[src/hdl/aeov_pkg.sv]
// ----------------------------------------------------------------------------
// aeov_pkg
// Shared types and constants for the ACL entry order validator.
// ----------------------------------------------------------------------------
`default_nettype none

package aeov_pkg;

   // width of an entry id word on the request port
   localparam int ENTRY_ID_WIDTH = 32;
   // width of a permission word on the request port
   localparam int PERM_WIDTH     = 32;
   // number of id bits that take part in the order check (8 to 64)
   localparam int ID_BITS        = 32;
   // permission bits that may be set: read, write, execute
   localparam int PERM_OK_BITS   = 3;

   // entry tags, also used as the stage code
   typedef enum logic [2:0] {
      TAG_USER_OBJ  = 3'd0,
      TAG_USER      = 3'd1,
      TAG_GROUP_OBJ = 3'd2,
      TAG_GROUP     = 3'd3,
      TAG_MASK      = 3'd4,
      TAG_OTHER     = 3'd5
   } tag_type;

   localparam logic [2:0] TAG_MAX_VALID = 3'(TAG_OTHER);

   typedef logic [ID_BITS-1:0] id_type;
   typedef logic [1:0]         count_type;

   // saturating two-bit entry counter
   function automatic count_type sat_inc(input count_type c);
      count_type r;
      r = (c == 2'd3) ? c : c + 2'd1;
      return r;
   endfunction

   // keep the low ID_BITS bits of an entry id, zero filled above the port width
   function automatic id_type id_trim(input logic [ENTRY_ID_WIDTH-1:0] id);
      logic [63:0] wide;
      wide = 64'(id);
      return wide[ID_BITS-1:0];
   endfunction

endpackage

`default_nettype wire

[src/hdl/acl_entry_order_validator_core.sv]
// ----------------------------------------------------------------------------
// acl_entry_order_validator_core
// Checks a sorted access control list streamed one entry per word and
// returns one valid/invalid verdict per list.
// ----------------------------------------------------------------------------
// The block takes one entry word per clock cycle with no gaps needed between
// lists, save that a word ending a list waits while an untaken verdict holds
// the result register. A word is held in an input register; in the next
// cycle the order, id and permission checks run against the list state and
// update it in that same cycle, which is what allows a new word every cycle.
// A word that ends the list (last_entry set, or has_entry clear) loads the
// verdict from the input register into the result register and clears the
// list state for the next list. Words that do not end a list give no result
// and pass even while a verdict waits on the result side.
`default_nettype none

module acl_entry_order_validator_core (
   input  wire logic                                 clock,
   input  wire logic                                 reset,
   input  wire logic                                 req_valid,
   output      logic                                 req_ready,
   input  wire logic                                 req_has_entry,
   input  wire logic [2:0]                           req_entry_tag,
   input  wire logic [aeov_pkg::ENTRY_ID_WIDTH-1:0]  req_entry_id,
   input  wire logic [aeov_pkg::PERM_WIDTH-1:0]      req_entry_perm,
   input  wire logic                                 req_last_entry,
   output      logic                                 rsp_valid,
   input  wire logic                                 rsp_ready,
   output      logic                                 rsp_list_invalid
);

   // input register
   logic                                 in_valid_ff, in_valid_in;
   logic                                 in_has_ff;
   logic [2:0]                           in_tag_ff;
   logic [aeov_pkg::ENTRY_ID_WIDTH-1:0]  in_id_ff;
   logic [aeov_pkg::PERM_WIDTH-1:0]      in_perm_ff;
   logic                                 in_last_ff;

   // list state
   logic                  err_ff, err_in;
   logic [2:0]            stage_ff, stage_in;
   aeov_pkg::id_type      top_user_ff, top_user_in;
   aeov_pkg::id_type      top_group_ff, top_group_in;
   aeov_pkg::count_type   uo_cnt_ff, uo_cnt_in;
   logic                  any_user_ff, any_user_in;
   aeov_pkg::count_type   go_cnt_ff, go_cnt_in;
   logic                  any_group_ff, any_group_in;
   aeov_pkg::count_type   mask_cnt_ff, mask_cnt_in;
   aeov_pkg::count_type   other_cnt_ff, other_cnt_in;

   // result register
   logic                  out_valid_ff, out_valid_in;
   logic                  out_bad_ff, out_bad_in;

   // check results
   logic                  list_end;
   logic                  out_free;
   logic                  in_go;
   logic                  do_check;
   logic                  perm_bad;
   logic                  tag_bad;
   logic                  id_bad;
   aeov_pkg::id_type      id_now;

   // err / state after this entry, before the end-of-list clear
   logic                  e_err;
   logic [2:0]            e_stage;
   aeov_pkg::id_type      e_top_user, e_top_group;
   aeov_pkg::count_type   e_uo, e_go, e_mask, e_other;
   logic                  e_any_user, e_any_group;

   // handshake
   assign list_end  = !in_has_ff || in_last_ff;
   assign out_free  = !out_valid_ff || rsp_ready;
   assign in_go     = in_valid_ff && (!list_end || out_free);
   assign req_ready = !in_valid_ff || in_go;

   assign rsp_valid        = out_valid_ff;
   assign rsp_list_invalid = out_bad_ff;

   // entry checks
   assign do_check = in_has_ff && !err_ff;
   assign id_now   = aeov_pkg::id_trim(in_id_ff);
   assign perm_bad = |in_perm_ff[aeov_pkg::PERM_WIDTH-1:aeov_pkg::PERM_OK_BITS];
   assign tag_bad  = (in_tag_ff > aeov_pkg::TAG_MAX_VALID) || (stage_ff > in_tag_ff);

   always_comb begin
      id_bad = 1'b0;
      if (in_tag_ff == 3'(aeov_pkg::TAG_USER)) begin
         id_bad = any_user_ff && (id_now <= top_user_ff);
      end else if (in_tag_ff == 3'(aeov_pkg::TAG_GROUP)) begin
         id_bad = any_group_ff && (id_now <= top_group_ff);
      end
   end

   // state update for one entry
   always_comb begin
      e_err       = err_ff;
      e_stage     = stage_ff;
      e_top_user  = top_user_ff;
      e_top_group = top_group_ff;
      e_uo        = uo_cnt_ff;
      e_go        = go_cnt_ff;
      e_mask      = mask_cnt_ff;
      e_other     = other_cnt_ff;
      e_any_user  = any_user_ff;
      e_any_group = any_group_ff;
      if (do_check) begin
         if (perm_bad || tag_bad || id_bad) begin
            e_err = 1'b1;
         end else begin
            unique case (in_tag_ff)
               3'(aeov_pkg::TAG_USER_OBJ): begin
                  e_stage = 3'(aeov_pkg::TAG_USER);
                  e_uo    = aeov_pkg::sat_inc(uo_cnt_ff);
               end
               3'(aeov_pkg::TAG_USER): begin
                  e_stage    = 3'(aeov_pkg::TAG_USER);
                  e_top_user = id_now;
                  e_any_user = 1'b1;
               end
               3'(aeov_pkg::TAG_GROUP_OBJ): begin
                  e_stage = 3'(aeov_pkg::TAG_GROUP);
                  e_go    = aeov_pkg::sat_inc(go_cnt_ff);
               end
               3'(aeov_pkg::TAG_GROUP): begin
                  e_stage     = 3'(aeov_pkg::TAG_GROUP);
                  e_top_group = id_now;
                  e_any_group = 1'b1;
               end
               3'(aeov_pkg::TAG_MASK): begin
                  e_stage = 3'(aeov_pkg::TAG_MASK);
                  e_mask  = aeov_pkg::sat_inc(mask_cnt_ff);
               end
               default: begin
                  e_stage = 3'(aeov_pkg::TAG_OTHER);
                  e_other = aeov_pkg::sat_inc(other_cnt_ff);
               end
            endcase
         end
      end
   end

   // next state: commit the entry, or verdict and clear at list end
   always_comb begin
      in_valid_in  = in_valid_ff;
      err_in       = err_ff;
      stage_in     = stage_ff;
      top_user_in  = top_user_ff;
      top_group_in = top_group_ff;
      uo_cnt_in    = uo_cnt_ff;
      go_cnt_in    = go_cnt_ff;
      mask_cnt_in  = mask_cnt_ff;
      other_cnt_in = other_cnt_ff;
      any_user_in  = any_user_ff;
      any_group_in = any_group_ff;
      out_valid_in = out_valid_ff && !rsp_ready;
      out_bad_in   = out_bad_ff;

      if (in_go) begin
         in_valid_in = 1'b0;
         if (list_end) begin
            out_valid_in = 1'b1;
            out_bad_in   = e_err || (e_uo != 2'd1) || (e_go != 2'd1) ||
                           (e_mask > 2'd1) || (e_other != 2'd1);
            err_in       = 1'b0;
            stage_in     = 3'(aeov_pkg::TAG_USER_OBJ);
            top_user_in  = '0;
            top_group_in = '0;
            uo_cnt_in    = '0;
            go_cnt_in    = '0;
            mask_cnt_in  = '0;
            other_cnt_in = '0;
            any_user_in  = 1'b0;
            any_group_in = 1'b0;
         end else begin
            err_in       = e_err;
            stage_in     = e_stage;
            top_user_in  = e_top_user;
            top_group_in = e_top_group;
            uo_cnt_in    = e_uo;
            go_cnt_in    = e_go;
            mask_cnt_in  = e_mask;
            other_cnt_in = e_other;
            any_user_in  = e_any_user;
            any_group_in = e_any_group;
         end
      end

      if (req_valid && req_ready) begin
         in_valid_in = 1'b1;
      end
   end

   // control registers
   always_ff @(posedge clock) begin
      if (reset) begin
         in_valid_ff  <= 1'b0;
         out_valid_ff <= 1'b0;
         err_ff       <= 1'b0;
         stage_ff     <= 3'(aeov_pkg::TAG_USER_OBJ);
         top_user_ff  <= '0;
         top_group_ff <= '0;
         uo_cnt_ff    <= '0;
         go_cnt_ff    <= '0;
         mask_cnt_ff  <= '0;
         other_cnt_ff <= '0;
         any_user_ff  <= 1'b0;
         any_group_ff <= 1'b0;
      end else begin
         in_valid_ff  <= in_valid_in;
         out_valid_ff <= out_valid_in;
         err_ff       <= err_in;
         stage_ff     <= stage_in;
         top_user_ff  <= top_user_in;
         top_group_ff <= top_group_in;
         uo_cnt_ff    <= uo_cnt_in;
         go_cnt_ff    <= go_cnt_in;
         mask_cnt_ff  <= mask_cnt_in;
         other_cnt_ff <= other_cnt_in;
         any_user_ff  <= any_user_in;
         any_group_ff <= any_group_in;
      end
   end

   // payload registers
   always_ff @(posedge clock) begin
      out_bad_ff <= out_bad_in;
      if (req_valid && req_ready) begin
         in_has_ff  <= req_has_entry;
         in_tag_ff  <= req_entry_tag;
         in_id_ff   <= req_entry_id;
         in_perm_ff <= req_entry_perm;
         in_last_ff <= req_last_entry;
      end
   end

endmodule

`default_nettype wire
[config.mk]
export PLATFORM = sky130hd
export DESIGN_NAME = acl_entry_order_validator_core
export DESIGN_NICKNAME = d
export VERILOG_FILES = /design/src/hdl/aeov_pkg.sv /design/src/hdl/acl_entry_order_validator_core.sv
export SDC_FILE = /design/constraint.sdc
export NUM_CORES = 1
export LEC_CHECK = 0
export BUFFER_PORTS_ARGS = -buffer_cell sky130_fd_sc_hd__buf_2
export CAP_MARGIN = 20
export CORE_AREA = 5 5 147 149
export CTS_CLUSTER_SIZE = 30
export DETAILED_ROUTE_END_ITERATION = 6
export DIE_AREA = 0 0 152 154
export HOLD_SLACK_MARGIN = 0.15
export PLACE_DENSITY = 0.52
export SLEW_MARGIN = 20
export SYNTH_ARGS = -nofsm -noshare
export SYNTH_HDL_FRONTEND = slang
export SYNTH_SLANG_ARGS = --single-unit
[constraint.sdc]
create_clock -name clock -period 10.3 [get_ports clock]
set_input_delay 0 -clock clock [delete_from_list [all_inputs] [get_ports clock]]
set_output_delay 0 -clock clock [all_outputs]
set_load 0.02 [all_outputs]
Word-level counts from Yosys, hierarchy flattened. Cells that the tools add are included.

Muxes and demuxes: 49. $add $sub $neg: 4. Equal/unequal tests: 12. Reductions and logical operators: 36. Magnitude comparators: 5.

Operators with widths (number): 32-bit 2-to-1 mux (8); 32-bit <= comparator (2); 2-bit 2-to-1 mux (20); 29-bit OR reduction (1); 1-bit 2-to-1 mux (17); 1-bit logical OR (11); 3-bit 2-to-1 mux (3); 3-bit one-hot mux with 3 select lines (1); 2-bit by 1-bit adder with 2-bit output (second input constant) (4); 2-bit == test (second input constant) (4); 4-bit AND reduction (2); 2-bit nonzero test (4); 3-bit by 2-bit == test with 1-bit output (second input constant) (2); 1-bit logical AND (6); 1-bit zero test (6); 2-bit by 1-bit != test with 1-bit output (second input constant) (3); 5-bit OR reduction (1); 2-bit OR reduction (2); 3-bit by 1-bit == test with 1-bit output (second input constant) (1); 3-bit == test (second input constant) (1); 3-bit > comparator (1); 3-bit > comparator (second input constant) (1); 3-bit zero test (1); 3-bit AND reduction (1); 3 further kinds (3).

Input bits: 73. Bits in registers: 150. Logic and storage cells: 124.

Longest topological paths before layout.
Depth after elaboration: 12. Mapped depth: 13. Depth with buffers taken out: 9.

Worst setup path after synthesis. OpenSTA, ideal clock, no wires.

Kind: reg2reg. From: reg in_has_ff. To: reg in_id_ff (netlist bit id_now[0]), enable pin. Library setup time: 0.512 ns. Arrival time: 3.953 ns. Slack: 5.836 ns. Stages on the path, launching flop included: 4. Cell sequence: edfxtp_1 > nor2b_1 > nor2_1 > a21oi_1.

Word-level cells in the longest chain between the ends: 7.

Ends and longest elaborated chain: from (decl) (RTL line acl_entry_order_validator_core.sv:34) `logic in_has_ff;`; from (signal assigned) (RTL line acl_entry_order_validator_core.sv:231) `in_has_ff <= req_has_entry;`; 1-bit zero test (RTL line acl_entry_order_validator_core.sv:74) `assign list_end = !in_has_ff || in_last_ff;`; 1-bit logical OR (RTL line acl_entry_order_validator_core.sv:74); 1-bit zero test (RTL line acl_entry_order_validator_core.sv:76) `assign in_go = in_valid_ff && (!list_end || out_free);`; 1-bit logical OR (RTL line acl_entry_order_validator_core.sv:76); 1-bit logical AND (RTL line acl_entry_order_validator_core.sv:76); 1-bit logical OR (RTL line acl_entry_order_validator_core.sv:77) `assign req_ready = !in_valid_ff || in_go;`; 1-bit logical AND (RTL line acl_entry_order_validator_core.sv:230) `if (req_valid && req_ready) begin`; to (signal assigned) (RTL line acl_entry_order_validator_core.sv:233) `in_id_ff <= req_entry_id;`; to (decl) (RTL line acl_entry_order_validator_core.sv:36) `logic [aeov_pkg::ENTRY_ID_WIDTH-1:0] in_id_ff;`.

No other way between the ends. A chain may end at the register's enable or synchronous reset.

Worst setup path after layout.
From: reg in_tag_ff[1]. To: reg top_user_ff[6].

Word-level cells in the longest chain between the ends: 6. Elaborated cells between the ends (all ways): 12.

Ends and longest elaborated chain: from (decl) (RTL line acl_entry_order_validator_core.sv:35) `logic [2:0] in_tag_ff;`; from (signal assigned) (RTL line acl_entry_order_validator_core.sv:232) `in_tag_ff <= req_entry_tag;`; 3-bit > comparator or 3-bit by 2-bit == test with 1-bit output (tied branches) (RTL line acl_entry_order_validator_core.sv:86, acl_entry_order_validator_core.sv:92); 1-bit logical OR or 1-bit 2-to-1 mux (tied branches) (RTL line acl_entry_order_validator_core.sv:86, acl_entry_order_validator_core.sv:92); 1-bit logical OR or 1-bit 2-to-1 mux (tied branches) (RTL line acl_entry_order_validator_core.sv:110, acl_entry_order_validator_core.sv:90); 1-bit logical OR (RTL line acl_entry_order_validator_core.sv:110) `if (perm_bad || tag_bad || id_bad) begin`; 2-bit != test (no line); 4-bit AND reduction (no line) *; to (signal assigned) (RTL line acl_entry_order_validator_core.sv:216) `top_user_ff <= top_user_in;`; to (decl) (RTL line acl_entry_order_validator_core.sv:43) `aeov_pkg::id_type top_user_ff, top_user_in;`.

Every way passes the cells marked *; elsewhere a longest branch is shown, timed or not.

==> impl_metrics.py <==
metrics = {
    "die": {
        "chipWidth_um": 152,
        "die_area_mm2": 0.0234,
        "rows": 52,
        "initial_core_util_pct": 36.6,
        "io_pins": 76,
        "dieHeight_um": 154,
        "coreArea_mm2": 0.0200,
    },
    "sta": {
        "worst_slew_pin_slew_ns": 0.939,
        "slew_headroom_pct": 37.2,
        "period_needed_ns": 4.37,
        "setup_viol": 0,
        "fin_crit_sh_pct": 42.4,
        "holdWs_ns": 0.264,
        "fmax_mhz": 229,
        "grt_setup_unrepaired": "no",
        "tns_ns": 0,
        "hold_violations": 0,
        "finClkSkew_ns": 0.0206,
        "drv_slew": 0,
    },
    "flow_run": {
        "max_cap_viol_count": 0,
    },
    "power_and_ir_drop": {
        "power_leakage_nw": 3.27,
        "cellPowerDensity_mw_per_mm2": 148,
        "ir_drop_v": 0.0000896,
    },
    "cells_and_area": {
        "area_growth_pct": 25.9,
        "diodes": 0,
        "instances_no_fill": 1139,
        "nNetsFinal": 996,
        "utilization_pct": 46.1,
        "layout-drive-gt1-share_pct": 15.3,
    },
    "yosys": {
        "synth_edf_count": 67,
        "synthesis.instances": 729,
        "yosysWarnings": 0,
        "synth_top_area_cell": "edfxtp_1",
        "synth.distinct_cells": 54,
        "synth_area_per_cell_um2": 10.1,
        "yosysTopAreaCellShare_pct": 27.4,
        "seq_area_frac_synth_pct": 49.2,
        "synth_most_common_cell": "dfxtp_1",
        "synthesis.area_mm2": 0.00734,
        "synthFlopType": "dfxtp_1",
        "synth_common_cells": "dfxtp_1, inv_1, nand2_1",
        "synth_area_leaders": "edfxtp_1, dfxtp_1, ha_1, a21oi_1, inv_1",
        "syn_nets": 869,
        "ys_ff_latch": 147,
        "postSynth.asyncResetShare_pct": 0,
    },
    "global_route": {
        "grt_overflow_total": 0,
        "grt_use_total_pct": 15.8,
        "grt_max_degree": 69,
        "grt_pass1_wl_um": 30300,
        "grt_pass1_vias": 6144,
        "antenna_found_initial": 0,
    },
    "route": {
        "drt_iter0_drc": 324,
        "drt_first_pass_iters": 5,
        "drc": 0,
        "wire_per_inst_um": 15.7,
        "vias": 5988,
        "vias_per_cell": 5.26,
        "postRouteAntennaNets": 0,
        "wl_um": 17900,
    },
    "worst_setup_path": {
        "reg2reg_slack_ns": 5.93,
        "crit_required_ns": 10.58,
        "critPathLaunch": "in_tag_ff[1]$_DFFE_PP_",
        "cp-end-kind": "flip-flop",
        "crit_chain": "inv_1 > ha_1 > nor2b_1 > o21ai_0 > a32oi_1 > or3_1 > or3_2 > nor3_2 > buf_4 > a221oi_1",
        "crit_slowest_cell": "or3_2",
        "reg2regPathDepth": 10,
        "startpoint_type": "flip-flop",
        "crit_type": "reg2reg",
        "max_stage_delay_ns": 0.91,
        "r2r-end": "top_user_ff[6]$_SDFFE_PP0P_",
        "arrival_ns": 4.65,
        "crit_fanout": 42,
        "worstReg2RegStart": "in_tag_ff[1]$_DFFE_PP_",
    },
    "placed_design": {
        "dp_cells": 1036,
        "place_congestion": 0.817,
        "hpwl_um": 11700,
        "io_buffers": 72,
    },
    "clock_tree": {
        "cts_buffers": 17,
        "clk_pin_slew_ns": 0.07,
        "cts_resized": 0,
        "cts_hold_buffers": 71,
        "ctsLongestPathBuffers": 2,
        "h-tree-depth": 4,
        "cts_sinks": 147,
        "cts_tree": "built",
        "clk_latency_ns": 0.44,
        "ctsRootBufferMaster": "clkbuf_16",
        "post_cts_buffers": 0,
    },
    "worst_hold_path": {
        "holdPathStages": 2,
        "holdCritStartpoint": "req_entry_perm[9]",
        "min_to": "in_perm_ff[9]$_DFFE_PP_",
        "hold_path_class": "in2reg",
    },
    "status": {
        "status": "complete, no violations",
    },
}
==> cell usage in the layout (no fill, tap or decap), types with 3 or more instances in the layout <==
cell type / synthesis / routed
o21ai_0: 14 / 14
nand3_1: 17 / 17
edfxtp_1: 67 / 67
o311ai_0: 4 / 4
or4_1: 3 / 3
dlygate4sd3_1: 0 / 71
inv_1: 76 / 76
dfxtp_1: 80 / 80
a221o_1: 3 / 3
a221oi_2: 10 / 10
clkbuf_16: 0 / 17
a211oi_1: 33 / 33
nor2b_1: 9 / 9
nand2_1: 76 / 76
nand4_1: 21 / 21
buf_4: 0 / 7
nand2b_1: 3 / 3
a221oi_1: 21 / 21
or2_2: 3 / 3
inv_8: 0 / 6
a21oi_1: 59 / 58
nor3_1: 5 / 4
or3_1: 5 / 4
nor2_1: 18 / 16
clkinv_4: 0 / 4
a21o_1: 5 / 5
ha_1: 67 / 67
mux2i_1: 3 / 3
o31ai_1: 4 / 4
a31oi_1: 4 / 4
nor4_1: 45 / 45
buf_2: 4 / 72
==> per-stage QoR <==
stage	instance area [um^2]	power, mW	worst slack [ns]
global route	9250	1.43	5.66
CTS	9250	1.39	6.00
global placement	7950	0.739	6.07
finish	9250	1.37	5.93
floorplan	7340	0.707	5.84
detailed placement	7950	0.742	6.02
==> area by class of cell <==
| class | instances | area, um^2 |
|---|---|---|
| Fill cell | 1925 | 10800 |
| Sequential cell | 147 | 3610 |
| Multi-Input combinational cell | 464 | 3300 |
| Timing Repair Buffer | 150 | 1120 |
| Clock buffer | 17 | 425 |
| Tap cell | 270 | 338 |
| Inverter | 76 | 285 |
| Clock inverter | 15 | 163 |
==> layer usage <==
metal,part of all wire [%],GRT usage [%],vias to the layer above
met5,0,0,-
met4,1.1,4.75,0
met3,4.4,3.93,15
met2,49,27.1,130
met1,46,19.8,2845
li1,-,-,2998
==> report_power, final <==
group	switching [mW]	total, mW	internal (mW)
sequential	0.0153	0.643	0.628
clock	0.274	0.618	0.344
combinational	0.0542	0.106	0.0515
==> cells by family (layout without fill, tap and decap cells) <==
logic type,after synthesis,count (layout),share of synthesized area [%]
simple gates,215,215,15.1
compound gates,179,179,17.6
buf+inv,118,258,6.30
flops,147,147,49.2
fa+ha+maj,67,67,11.4
mux,3,3,0.409
==> registers in the layout, summed over array words and instances, names as in the netlist, 2 cells and up <==
| name | count |
|---|---|
| in_tag_ff | 3 |
| go_cnt_ff | 2 |
| stage_ff | 3 |
| uo_cnt_ff | 2 |
| id_now | 32 |
| in_perm_ff | 29 |
| top_group_ff | 32 |
| top_user_ff | 32 |
| mask_cnt_ff | 2 |
| other_cnt_ff | 2 |
==> worst max path at each step <==
stage	to	slack, ns
6_report	top_user_ff[6]$_SDFFE_PP0P_	5.93
5_1_grt	top_user_ff[8]$_SDFFE_PP0P_	5.66
4_1_cts	top_user_ff[14]$_SDFFE_PP0P_	6.00
3_5_place_dp	top_user_ff[14]$_SDFFE_PP0P_	6.02
3_3_place_gp	top_user_ff[17]$_SDFFE_PP0P_	6.07
2_1_floorplan	id_now[0]$_DFFE_PP_	5.84
==> critical path, delay by kind of cell (launching register included) <==
kind                       cells  cell delay, ns
adders and majority gates      1            0.34
and+or+nand+nor                4            2.16
DFF                            1            0.63
buffers and inverters          2            0.69
AOI/OAI and AO/OA              3            0.35
Note: power is estimated with default switching activity, not from simulation.
